**src/hw/rtl/rbg_pkg.sv**
```systemverilog
// Shared widths, defaults, divider select codes and controller/datapath interface types.
package rbg_pkg;

  localparam int PRICE_W = 32;
  localparam int BAR_VOL_W = 32;
  localparam int VOL_W = 48;
  localparam int TIME_W = 48;
  localparam int ITER_W = $clog2(VOL_W);

  localparam int MAX_BRICKS_DEF = 64;
  localparam int PRICE_BITS_DEF = 32;

  localparam logic [PRICE_W-1:0] BRICK_SIZE_RESET = PRICE_W'(100);

  typedef enum logic [1:0] {
    DIV_LEVEL,
    DIV_COUNT,
    DIV_SHARE
  } div_sel_t;

  typedef struct packed {
    logic     take_item;
    logic     div_start;
    div_sel_t div_sel;
    logic     set_level_div;
    logic     load_count;
    logic     load_share;
    logic     emit;
  } rbg_cmd_t;

  typedef struct packed {
    logic restart;
    logic bs_zero;
    logic move;
    logic div_done;
    logic out_free;
    logic last;
  } rbg_stat_t;

endpackage

```
**src/hw/rtl/renko_brick_generator_unit.sv**
```systemverilog
// Top level of the Renko brick generator: controller, datapath and port wiring.
//
// One bar is taken at a time; in_ready is high only while the unit waits for a
// bar. A bar that continues a series and moves no brick goes back to waiting
// after the move check; otherwise it runs a 32-step divide for the brick count,
// a 48-step divide for the volume share and then one brick per cycle into the
// output register while out_ready allows. A bar that starts a series adds a
// 32-step divide to snap the level onto the brick grid. All divides run one
// after another on one shared bit-serial divider. The last brick of a bar may
// still wait in the output register while the next bar is accepted. brick_size
// is held in a register written through the cfg channel, which is always ready;
// write it only while no bar is in flight. Bricks per bar saturate at
// MAX_BRICKS with capped set on every brick of that bar; prices are taken
// modulo 2^PRICE_BITS.
module renko_brick_generator_unit import rbg_pkg::*; #(
  parameter int MAX_BRICKS = MAX_BRICKS_DEF,
  parameter int PRICE_BITS = PRICE_BITS_DEF
) (
  input  logic                 clk,
  input  logic                 rst,
  // bar input channel
  input  logic                 in_valid,
  output logic                 in_ready,
  input  logic [PRICE_W-1:0]   close_price,
  input  logic [BAR_VOL_W-1:0] bar_volume,
  input  logic [TIME_W-1:0]    bar_time,
  input  logic                 series_start,
  // brick output channel
  output logic                 out_valid,
  input  logic                 out_ready,
  output logic [TIME_W-1:0]    brick_time,
  output logic [PRICE_W-1:0]   brick_open,
  output logic [PRICE_W-1:0]   brick_close,
  output logic [PRICE_W-1:0]   brick_high,
  output logic [PRICE_W-1:0]   brick_low,
  output logic [VOL_W-1:0]     brick_volume,
  output logic                 brick_up,
  output logic                 last_brick,
  output logic                 capped,
  // configuration channel: brick size in ticks
  input  logic                 cfg_valid,
  output logic                 cfg_ready,
  input  logic [PRICE_W-1:0]   brick_size
);

  rbg_cmd_t  cmd;
  rbg_stat_t stat;

  // accept every configuration transaction at once
  assign cfg_ready = 1'b1;

  rbg_controller u_ctrl (
    .clk      (clk),
    .rst      (rst),
    .in_valid (in_valid),
    .in_ready (in_ready),
    .stat     (stat),
    .cmd      (cmd)
  );

  rbg_datapath #(
    .MAX_BRICKS (MAX_BRICKS),
    .PRICE_BITS (PRICE_BITS)
  ) u_dp (
    .clk          (clk),
    .rst          (rst),
    .cfg_write    (cfg_valid & cfg_ready),
    .cfg_data     (brick_size),
    .close_price  (close_price),
    .bar_volume   (bar_volume),
    .bar_time     (bar_time),
    .series_start (series_start),
    .cmd          (cmd),
    .stat         (stat),
    .out_valid    (out_valid),
    .out_ready    (out_ready),
    .brick_time   (brick_time),
    .brick_open   (brick_open),
    .brick_close  (brick_close),
    .brick_high   (brick_high),
    .brick_low    (brick_low),
    .brick_volume (brick_volume),
    .brick_up     (brick_up),
    .last_brick   (last_brick),
    .capped       (capped)
  );

endmodule

```
**src/hw/rtl/rbg_divider.sv**
```systemverilog
// Restoring divider, one quotient bit per cycle, shared by all divisions of a bar.
module rbg_divider import rbg_pkg::*; (
  input  logic               clk,
  input  logic               rst,
  input  logic               start,
  input  logic [VOL_W-1:0]   dividend,
  input  logic [PRICE_W-1:0] divisor,
  input  logic [ITER_W-1:0]  iters_m1,
  output logic               done,
  output logic [VOL_W-1:0]   quotient,
  output logic [PRICE_W-1:0] remainder
);

  logic                busy;
  logic [ITER_W-1:0]   cnt;
  logic [VOL_W-1:0]    dq;
  logic [PRICE_W-1:0]  rem;
  logic [PRICE_W-1:0]  dvs;
  logic [PRICE_W:0]    rem_sh;
  logic [PRICE_W:0]    diff;
  logic                ge;

  assign rem_sh = {rem, dq[VOL_W-1]};
  assign diff   = rem_sh - {1'b0, dvs};
  assign ge     = (rem_sh >= {1'b0, dvs});

  always_ff @(posedge clk) begin
    if (rst) begin
      busy <= 1'b0;
      done <= 1'b0;
      cnt  <= '0;
    end else begin
      done <= 1'b0;
      if (start) begin
        busy <= 1'b1;
        cnt  <= iters_m1;
      end else if (busy) begin
        cnt <= cnt - ITER_W'(1);
        if (cnt == '0) begin
          busy <= 1'b0;
          done <= 1'b1;
        end
      end
    end
  end

  // shift partial remainder left, subtract divisor when it fits
  always_ff @(posedge clk) begin
    if (start) begin
      dq  <= dividend;
      rem <= '0;
      dvs <= divisor;
    end else if (busy) begin
      dq  <= {dq[VOL_W-2:0], ge};
      rem <= ge ? diff[PRICE_W-1:0] : rem_sh[PRICE_W-1:0];
    end
  end

  assign quotient  = dq;
  assign remainder = rem;

endmodule

```
**src/hw/rtl/rbg_datapath.sv**
```systemverilog
// Datapath: brick size, level and volume state, divider operands and the output register.
module rbg_datapath import rbg_pkg::*; #(
  parameter int MAX_BRICKS = MAX_BRICKS_DEF,
  parameter int PRICE_BITS = PRICE_BITS_DEF
) (
  input  logic                 clk,
  input  logic                 rst,
  input  logic                 cfg_write,
  input  logic [PRICE_W-1:0]   cfg_data,
  input  logic [PRICE_W-1:0]   close_price,
  input  logic [BAR_VOL_W-1:0] bar_volume,
  input  logic [TIME_W-1:0]    bar_time,
  input  logic                 series_start,
  input  rbg_cmd_t             cmd,
  output rbg_stat_t            stat,
  output logic                 out_valid,
  input  logic                 out_ready,
  output logic [TIME_W-1:0]    brick_time,
  output logic [PRICE_W-1:0]   brick_open,
  output logic [PRICE_W-1:0]   brick_close,
  output logic [PRICE_W-1:0]   brick_high,
  output logic [PRICE_W-1:0]   brick_low,
  output logic [VOL_W-1:0]     brick_volume,
  output logic                 brick_up,
  output logic                 last_brick,
  output logic                 capped
);

  localparam int PW = (PRICE_BITS < PRICE_W) ? PRICE_BITS : PRICE_W;
  localparam int NW = $clog2(MAX_BRICKS + 1);
  localparam logic [NW-1:0] NMAX = NW'(MAX_BRICKS);
  localparam int PAD = VOL_W - PRICE_W;

  logic [PRICE_W-1:0] bs_reg;
  logic [PW-1:0]      bs;
  logic [PW-1:0]      close_in;
  logic [PW-1:0]      close_r;
  logic [PW-1:0]      level;
  logic               level_valid;
  logic [VOL_W-1:0]   volume_sum;
  logic [TIME_W-1:0]  time_r;
  logic               up_r;
  logic               cap_r;
  logic [NW-1:0]      n_r;
  logic [NW-1:0]      cnt;
  logic [VOL_W-1:0]   share;

  logic [VOL_W:0]     vol_add;
  logic [PW:0]        lvl_plus;
  logic               up_move;
  logic               dn_move;
  logic [PW-1:0]      span;
  logic [PW-1:0]      lvl_div;
  logic [PW-1:0]      lvl_step;
  logic               cap_now;
  logic [NW-1:0]      n_now;
  logic               is_last;

  logic [VOL_W-1:0]   div_dividend;
  logic [PRICE_W-1:0] div_divisor;
  logic [ITER_W-1:0]  div_iters;
  logic               div_done;
  logic [VOL_W-1:0]   div_q;
  logic [PRICE_W-1:0] div_r;

  assign bs       = bs_reg[PW-1:0];
  assign close_in = close_price[PW-1:0];

  assign vol_add  = {1'b0, volume_sum} + (VOL_W + 1)'(bar_volume);
  assign lvl_plus = {1'b0, level} + {1'b0, bs};
  assign up_move  = ({1'b0, close_r} >= lvl_plus);
  assign dn_move  = (level >= close_r) && ((level - close_r) >= bs);
  assign span     = up_move ? (close_r - level) : (level - close_r);
  assign lvl_div  = close_r - div_r[PW-1:0];
  assign lvl_step = up_r ? (level + bs) : (level - bs);
  assign cap_now  = (div_q[PRICE_W-1:0] > PRICE_W'(MAX_BRICKS));
  assign n_now    = cap_now ? NMAX : div_q[NW-1:0];
  assign is_last  = (cnt == n_r - NW'(1));

  // pick operands for the shared divider; price divides run 32 steps
  always_comb begin
    case (cmd.div_sel)
      DIV_LEVEL: begin
        div_dividend = {PRICE_W'(close_in), {PAD{1'b0}}};
        div_divisor  = PRICE_W'(bs);
        div_iters    = ITER_W'(PRICE_W - 1);
      end
      DIV_COUNT: begin
        div_dividend = {PRICE_W'(span), {PAD{1'b0}}};
        div_divisor  = PRICE_W'(bs);
        div_iters    = ITER_W'(PRICE_W - 1);
      end
      DIV_SHARE: begin
        div_dividend = volume_sum;
        div_divisor  = PRICE_W'(n_now);
        div_iters    = ITER_W'(VOL_W - 1);
      end
      default: begin
        div_dividend = volume_sum;
        div_divisor  = PRICE_W'(n_r);
        div_iters    = ITER_W'(VOL_W - 1);
      end
    endcase
  end

  rbg_divider u_div (
    .clk       (clk),
    .rst       (rst),
    .start     (cmd.div_start),
    .dividend  (div_dividend),
    .divisor   (div_divisor),
    .iters_m1  (div_iters),
    .done      (div_done),
    .quotient  (div_q),
    .remainder (div_r)
  );

  always_ff @(posedge clk) begin
    if (rst) begin
      bs_reg      <= BRICK_SIZE_RESET;
      level_valid <= 1'b0;
      volume_sum  <= '0;
      out_valid   <= 1'b0;
    end else begin
      if (cfg_write) begin
        bs_reg <= cfg_data;
      end
      if (cmd.take_item) begin
        if (stat.restart) begin
          level_valid <= 1'b1;
          volume_sum  <= VOL_W'(bar_volume);
        end else begin
          volume_sum <= vol_add[VOL_W] ? {VOL_W{1'b1}} : vol_add[VOL_W-1:0];
        end
      end
      if (cmd.emit && is_last) begin
        volume_sum <= '0;
      end
      if (cmd.emit) begin
        out_valid <= 1'b1;
      end else if (out_ready) begin
        out_valid <= 1'b0;
      end
    end
  end

  always_ff @(posedge clk) begin
    if (cmd.take_item) begin
      close_r <= close_in;
      time_r  <= bar_time;
      if (stat.restart) begin
        level <= close_in;
      end
    end
    if (cmd.set_level_div) begin
      level <= (lvl_div == '0) ? close_r : lvl_div;
    end
    if (cmd.div_start && cmd.div_sel == DIV_COUNT) begin
      up_r <= up_move;
    end
    if (cmd.load_count) begin
      n_r   <= n_now;
      cap_r <= cap_now;
    end
    if (cmd.load_share) begin
      share <= div_q;
      cnt   <= '0;
    end
    if (cmd.emit) begin
      brick_time   <= time_r;
      brick_open   <= PRICE_W'(level);
      brick_close  <= PRICE_W'(lvl_step);
      brick_high   <= up_r ? PRICE_W'(lvl_step) : PRICE_W'(level);
      brick_low    <= up_r ? PRICE_W'(level) : PRICE_W'(lvl_step);
      brick_volume <= share;
      brick_up     <= up_r;
      last_brick   <= is_last;
      capped       <= cap_r;
      level        <= lvl_step;
      cnt          <= cnt + NW'(1);
    end
  end

  assign stat.restart  = series_start | ~level_valid;
  assign stat.bs_zero  = (bs == '0);
  assign stat.move     = up_move | dn_move;
  assign stat.div_done = div_done;
  assign stat.out_free = ~out_valid | out_ready;
  assign stat.last     = is_last;

endmodule

```
**src/hw/rtl/rbg_controller.sv**
```systemverilog
// Controller: sequences item intake, the three divisions and brick emission.
module rbg_controller import rbg_pkg::*; (
  input  logic      clk,
  input  logic      rst,
  input  logic      in_valid,
  output logic      in_ready,
  input  rbg_stat_t stat,
  output rbg_cmd_t  cmd
);

  typedef enum logic [2:0] {
    S_IDLE,
    S_DIV_LEVEL,
    S_CHECK,
    S_DIV_COUNT,
    S_DIV_SHARE,
    S_EMIT
  } state_t;

  state_t state;
  state_t state_next;

  always_ff @(posedge clk) begin
    if (rst) begin
      state <= S_IDLE;
    end else begin
      state <= state_next;
    end
  end

  always_comb begin
    cmd        = '0;
    cmd.div_sel = DIV_LEVEL;
    state_next = state;
    case (state)
      S_IDLE: begin
        if (in_valid) begin
          cmd.take_item = 1'b1;
          if (stat.restart && !stat.bs_zero) begin
            cmd.div_start = 1'b1;
            cmd.div_sel   = DIV_LEVEL;
            state_next    = S_DIV_LEVEL;
          end else begin
            state_next = S_CHECK;
          end
        end
      end
      S_DIV_LEVEL: begin
        if (stat.div_done) begin
          cmd.set_level_div = 1'b1;
          state_next        = S_CHECK;
        end
      end
      S_CHECK: begin
        if (stat.bs_zero || !stat.move) begin
          state_next = S_IDLE;
        end else begin
          cmd.div_start = 1'b1;
          cmd.div_sel   = DIV_COUNT;
          state_next    = S_DIV_COUNT;
        end
      end
      S_DIV_COUNT: begin
        cmd.div_sel = DIV_SHARE;
        if (stat.div_done) begin
          cmd.load_count = 1'b1;
          cmd.div_start  = 1'b1;
          state_next     = S_DIV_SHARE;
        end
      end
      S_DIV_SHARE: begin
        cmd.div_sel = DIV_SHARE;
        if (stat.div_done) begin
          cmd.load_share = 1'b1;
          state_next     = S_EMIT;
        end
      end
      S_EMIT: begin
        if (stat.out_free) begin
          cmd.emit = 1'b1;
          if (stat.last) begin
            state_next = S_IDLE;
          end
        end
      end
      default: begin
        state_next = S_IDLE;
      end
    endcase
  end

  assign in_ready = (state == S_IDLE);

endmodule

```
**config.mk**
```make
export PLATFORM = sky130hd
export DESIGN_NAME = renko_brick_generator_unit
export DESIGN_NICKNAME = d
export VERILOG_FILES = /design/src/hw/rtl/rbg_pkg.sv /design/src/hw/rtl/renko_brick_generator_unit.sv /design/src/hw/rtl/rbg_divider.sv /design/src/hw/rtl/rbg_datapath.sv /design/src/hw/rtl/rbg_controller.sv
export SDC_FILE = /design/constraint.sdc
export NUM_CORES = 1
export LEC_CHECK = 0
export ABC_AREA = 1
export BUFFER_PORTS_ARGS = -buffer_cell sky130_fd_sc_hd__buf_2
export CAP_MARGIN = 20
export CORE_MARGIN = 1.5
export CORE_UTILIZATION = 45
export CTS_CLUSTER_DIAMETER = 120
export CTS_CLUSTER_SIZE = 40
export DETAILED_ROUTE_END_ITERATION = 10
export PLACE_DENSITY = 0.66
export SLEW_MARGIN = 20
export SYNTH_ARGS = -nofsm -noshare
export SYNTH_HDL_FRONTEND = slang
export SYNTH_HIERARCHICAL = 1
export SYNTH_SLANG_ARGS = --single-unit
```
**constraint.sdc**
```tcl
create_clock -name clk -period 14.5 [get_ports clk]
set_clock_uncertainty 0.2 [all_clocks]
set_input_delay 0.725 -clock clk [delete_from_list [all_inputs] [get_ports clk]]
set_output_delay 0.725 -clock clk [all_outputs]
set_load 0.02 [all_outputs]
```
# ---- Word-level counts from Yosys, hierarchy flattened
# Index checks and enable logic that the tools add are counted.
dict set report word_totals {
  out_inout_bits 230
  regBits 608
  elab_cells 137
  in_bits 150
}
dict set report op_classes {
  order_cmp 5
  addsub 11
  reduce_logical 24
  bitwise 6
  mux 49
  n_eq_ne 14
}
# cell count
set ops {}
lappend ops {{$mux W32} 10}
lappend ops {{$mux W48} 4}
lappend ops {{$sub A32 B32 Y32} 5}
lappend ops {{$pmux W48 S2} 1}
lappend ops {{$ge A32 B32 Y1} 2}
lappend ops {{$logic_not A32 Y1} 2}
lappend ops {{$pmux W32 S2} 1}
lappend ops {{$add A48 B32 Y49} 1}
lappend ops {{$add A32 B32 Y33} 1}
lappend ops {{$ge A32 B33 Y1} 1}
lappend ops {{$ge A33 B32 Y1} 1}
lappend ops {{$add A32 B32 Y32} 1}
lappend ops {{$gt A32 B7 Y1 const B} 1}
lappend ops {{$mux W3} 8}
lappend ops {{$mux W7} 3}
lappend ops {{$mux W6} 3}
lappend ops {{$pmux W3 S6} 1}
lappend ops {{$mux W1} 13}
lappend ops {{$ne A2 B1 Y1 const B} 4}
lappend ops {{$add A7 B1 Y7 const B} 1}
lappend ops {{$eq A7 B7 Y1} 1}
lappend ops {{$sub A7 B1 Y7 const B} 1}
lappend ops {{$eq A3 B2 Y1 const B} 2}
lappend ops {{$eq A3 B3 Y1 const B} 2}
lappend ops {{23 further kinds} 39}

# ---- Logic depth before layout (Yosys ltp)
dict set report logic_depth {
  depth_word 12
  ltp_mapped 39
  ltp_nobuf 37
}

# ---- Modules after synthesis
# The synthesis kept the hierarchy.
# mod area_each_um2 seq_area_each_um2 instances cells_each
set modules_own_cells {}
lappend modules_own_cells {rbg_datapath 33474.6 13743.2 1 4207}
lappend modules_own_cells {rbg_divider 7617.3 3203.1 1 1102}
lappend modules_own_cells {rbg_controller 280.3 60.1 1 54}
lappend modules_own_cells {renko_brick_generator_unit 11.3 0.0 1 2}

# ---- Worst setup path after synthesis
# No wires, ideal clock.
dict set report synth_path {
  kind {input-to-reg}
  startpoint {in out_ready}
  endpoint {reg u_dp.level[0], enable pin}
  t_required_ps 13834
  path_stages 8
  slack_ps 820
  path_buffers 2
  setup_time_ps 466
  arrival_time_ps 13015
  cell_sequence {inv_1 nand2_1 inv_1 nor2_1 nor2_1 clkbuf_1 clkbuf_1 o21ai_0}
}
# item line_no
set synth_lines {}
lappend synth_lines {{start: declaration} renko_brick_generator_unit.sv:30} ;# input logic out_ready,
lappend synth_lines {{end signal: assignment} rbg_datapath.sv:152} ;# level <= close_in;
lappend synth_lines {{end signal: assignment} rbg_datapath.sv:156} ;# level <= (lvl_div == '0) ? close_r : lvl_div;
lappend synth_lines {{end signal: assignment} rbg_datapath.sv:179} ;# level <= lvl_step;
lappend synth_lines {{end: declaration} rbg_datapath.sv:38} ;# logic [PW-1:0] level;

==> metrics <==
fraction of power consumed by the clock network 12.0%; Max rail drop VDD 0.122 mV; number of remaining DRC errors 0; CTS root buf clkbuf_16; DIE AREA 93,800 um2; crit path max fanout 59; # H-tree levels 1; post-synthesis sequential area ratio 41.1%; Routed WL per cell 22.4 um; WL final 154,000 um; CP required 14.43 ns; initial antenna violation count 7; final instance count without filler cells 6,863; via count 38,200; Die Ht 306 um; met3 GRT Util 4.04%; commonest non-fill, non-tap cell in the layout nand2_1; leak pwr 0.0207 uW; P&R area growth vs syn 9.48%; grt ovf 0; CP peak stage delay 0.80 ns; largest net degree at the start of global routing 160; FF+latch area 17,000 um2; layer with the highest usage met2; first-pass GRT wire length 224,000 um; crit path max-delay cell type clkinv_2; vias in the first global route 35,200; Period minus WS final 8.56 ns; RSZ-0062 raised after global routing false; initial DRC count 4,019; Initial Util 45.3%; Post-synth EDFFs 483; Ports 380; fraction of layout cells with a size suffix above 1 9.64%; Layout Nets 6,104; Clock Latency Late Sink 0.66 ns; met1 Usage GRT 43.8%; pre-CTS WS 6.22 ns; core area 91,400 um2; DR vias/cell 5.56; Avg Inst Size Synth 7.71 um2; FF+latch count, synth 608; Max Cap Violations 0; Longest Clk Path Bufs 3; Inst Count DP 6,818; Syn. warnings 6; post-route clock period utilization 59.0%; Seq pwr share 33.0%; most used cells in the layout excluding fill and tap cells nand2_1 (1,463), inv_1 (753), edfxtp_1 (483), nor2_1 (447), buf_2 (378); area taken by multi-input logic gates 20,900 um2; WHS 0.0302 ns; Die Wd 306 um; Slew @ Worst Pin 1.14 ns; Cell Int Power 4130 uW; postcts setup bufs 0; ANT nets after route 0; # port buffers 378; outcome completed; GPL Wtd Cong 1.06; Final Max Tran Viols 0; DP HPWL 124,000 um; Synth async-reset ratio 0%; post-CTS sizing 0; Relative slew margins 23.7%; GRT Overall Usage 31.7%; Sink Count 608; CP Class flop to flop; Layout fillers 9,159; CTS tree yes; Fin. Hold Viols 0; Startpoint Class flop; ys flop type edfxtp_1; Post-Syn Instances 5,365; number of buffers created by CTS 24; TNS Setup 0 ns; Hold Buf Count CTS 0; Power Density 182 nW/um2; TritonRoute pass-1 iters 6; Comb pwr share 54.9%; worst min-delay path class input pin to flop; switching power 4120 uW; final core utilization 49.6%; Final WS setup 5.94 ns; most used cell along the critical path nand2_1; cell area after synthesis 41,400 um2; met2 GRT Util 51.3%; FP Rows 111; Net Sw Frac 50.0%; FMAX 117 MHz; Clock Pin Slew Worst Setup and Hold Paths 0.14 ns; Arrival @ worst endpoint 8.48 ns; final setup fails 0; Unique masters post-synth 66; CP Capture Type flop
[cells by family after synthesis]
family	after synthesis	synth area share [%]
other cells	2	0.0181
fa+ha+maj	296	9.08
flops	608	41.1
compound gates	814	11.1
buf+inv	911	8.60
simple gates	2535	25.9
xor+xnor	199	4.21
[worst paths after layout]
path | start | to | slack [ns] | depth (start not counted)
worst max register to register | u_dp/level[0] | u_dp/u_div/quotient[18] | 5.94 | 30
worst max-delay path | u_dp/level[0] | u_dp/u_div/quotient[18] | 5.94 | 30
worst min-delay path | bar_time[36] | u_dp/time_r[36] | 0.03 | 1
worst min register to register | u_dp/time_r[46] | u_dp/brick_time[46] | 0.23 | 0
[Yosys cell counts, types with 22 or more instances]
library cell	count	area [um2]
nand2_1	1464	5500
inv_1	757	2840
edfxtp_1	483	14500
nor2_1	456	1710
nand3_1	376	1880
a21oi_1	342	1710
ha_1	289	3620
o21ai_0	271	1360
xor2_1	146	1280
dfxtp_1	125	2500
clkbuf_1	74	278
xnor2_1	53	464
nor3_1	49	245
nand4_1	46	288
nand3b_1	36	270
a22oi_1	34	255
buf_2	27	135
o21bai_1	26	195
nor4_1	22	138
[power groups by stage]
stage | registers [uW] | clock network, uW | logic (uW)
6_report | 2720 | 994 | 4530
5_1_grt | 2750 | 1060 | 4960
4_1_cts | 2710 | 1010 | 4420
3_5_place_dp | 2750 | 0 | 4390
3_3_place_gp | 2740 | 0 | 4360
2_1_floorplan | 2710 | 0 | 2960
[critical path: cells and delay by family, from the launching register on]
family                   cells  cell delay, ns
AND/OR/NAND/NOR             11            1.32
AO/OA/AOI/OAI                9            2.46
XOR/XNOR                     1            0.19
flip-flops                   1            0.47
adder cells (fa/ha/maj)      3            0.99
buffers and inverters        6            2.25
[layer usage]
| layer | routed length [um] | up-vias |
|---|---|---|
| met1 | 65800 | 18100 |
| li1 | - | 18200 |
| met3 | 12100 | 225 |
| met4 | 5630 | 4 |
| met2 | 70000 | 1627 |
| met5 | 34 | - |
[stage by stage]
stage | instance area (um2) | power [uW]
after floorplan | 41400 | 5670
after global placement | 44400 | 7110
after detailed placement | 44400 | 7150
after CTS | 45300 | 8140
after global routing | 45300 | 8760
final | 45300 | 8250
[layout make-up]
cell class	instances	share of cell area, %
inverters	773	6.41
multi-input cells	3849	46.1
flip-flops and latches	608	37.5
well taps	1186	3.28
clock inverters	14	0.652
diodes	1	0.00552
clock buffers	30	1.38
repair buffers	402	4.60
Power figures use the tool's default switching activity.
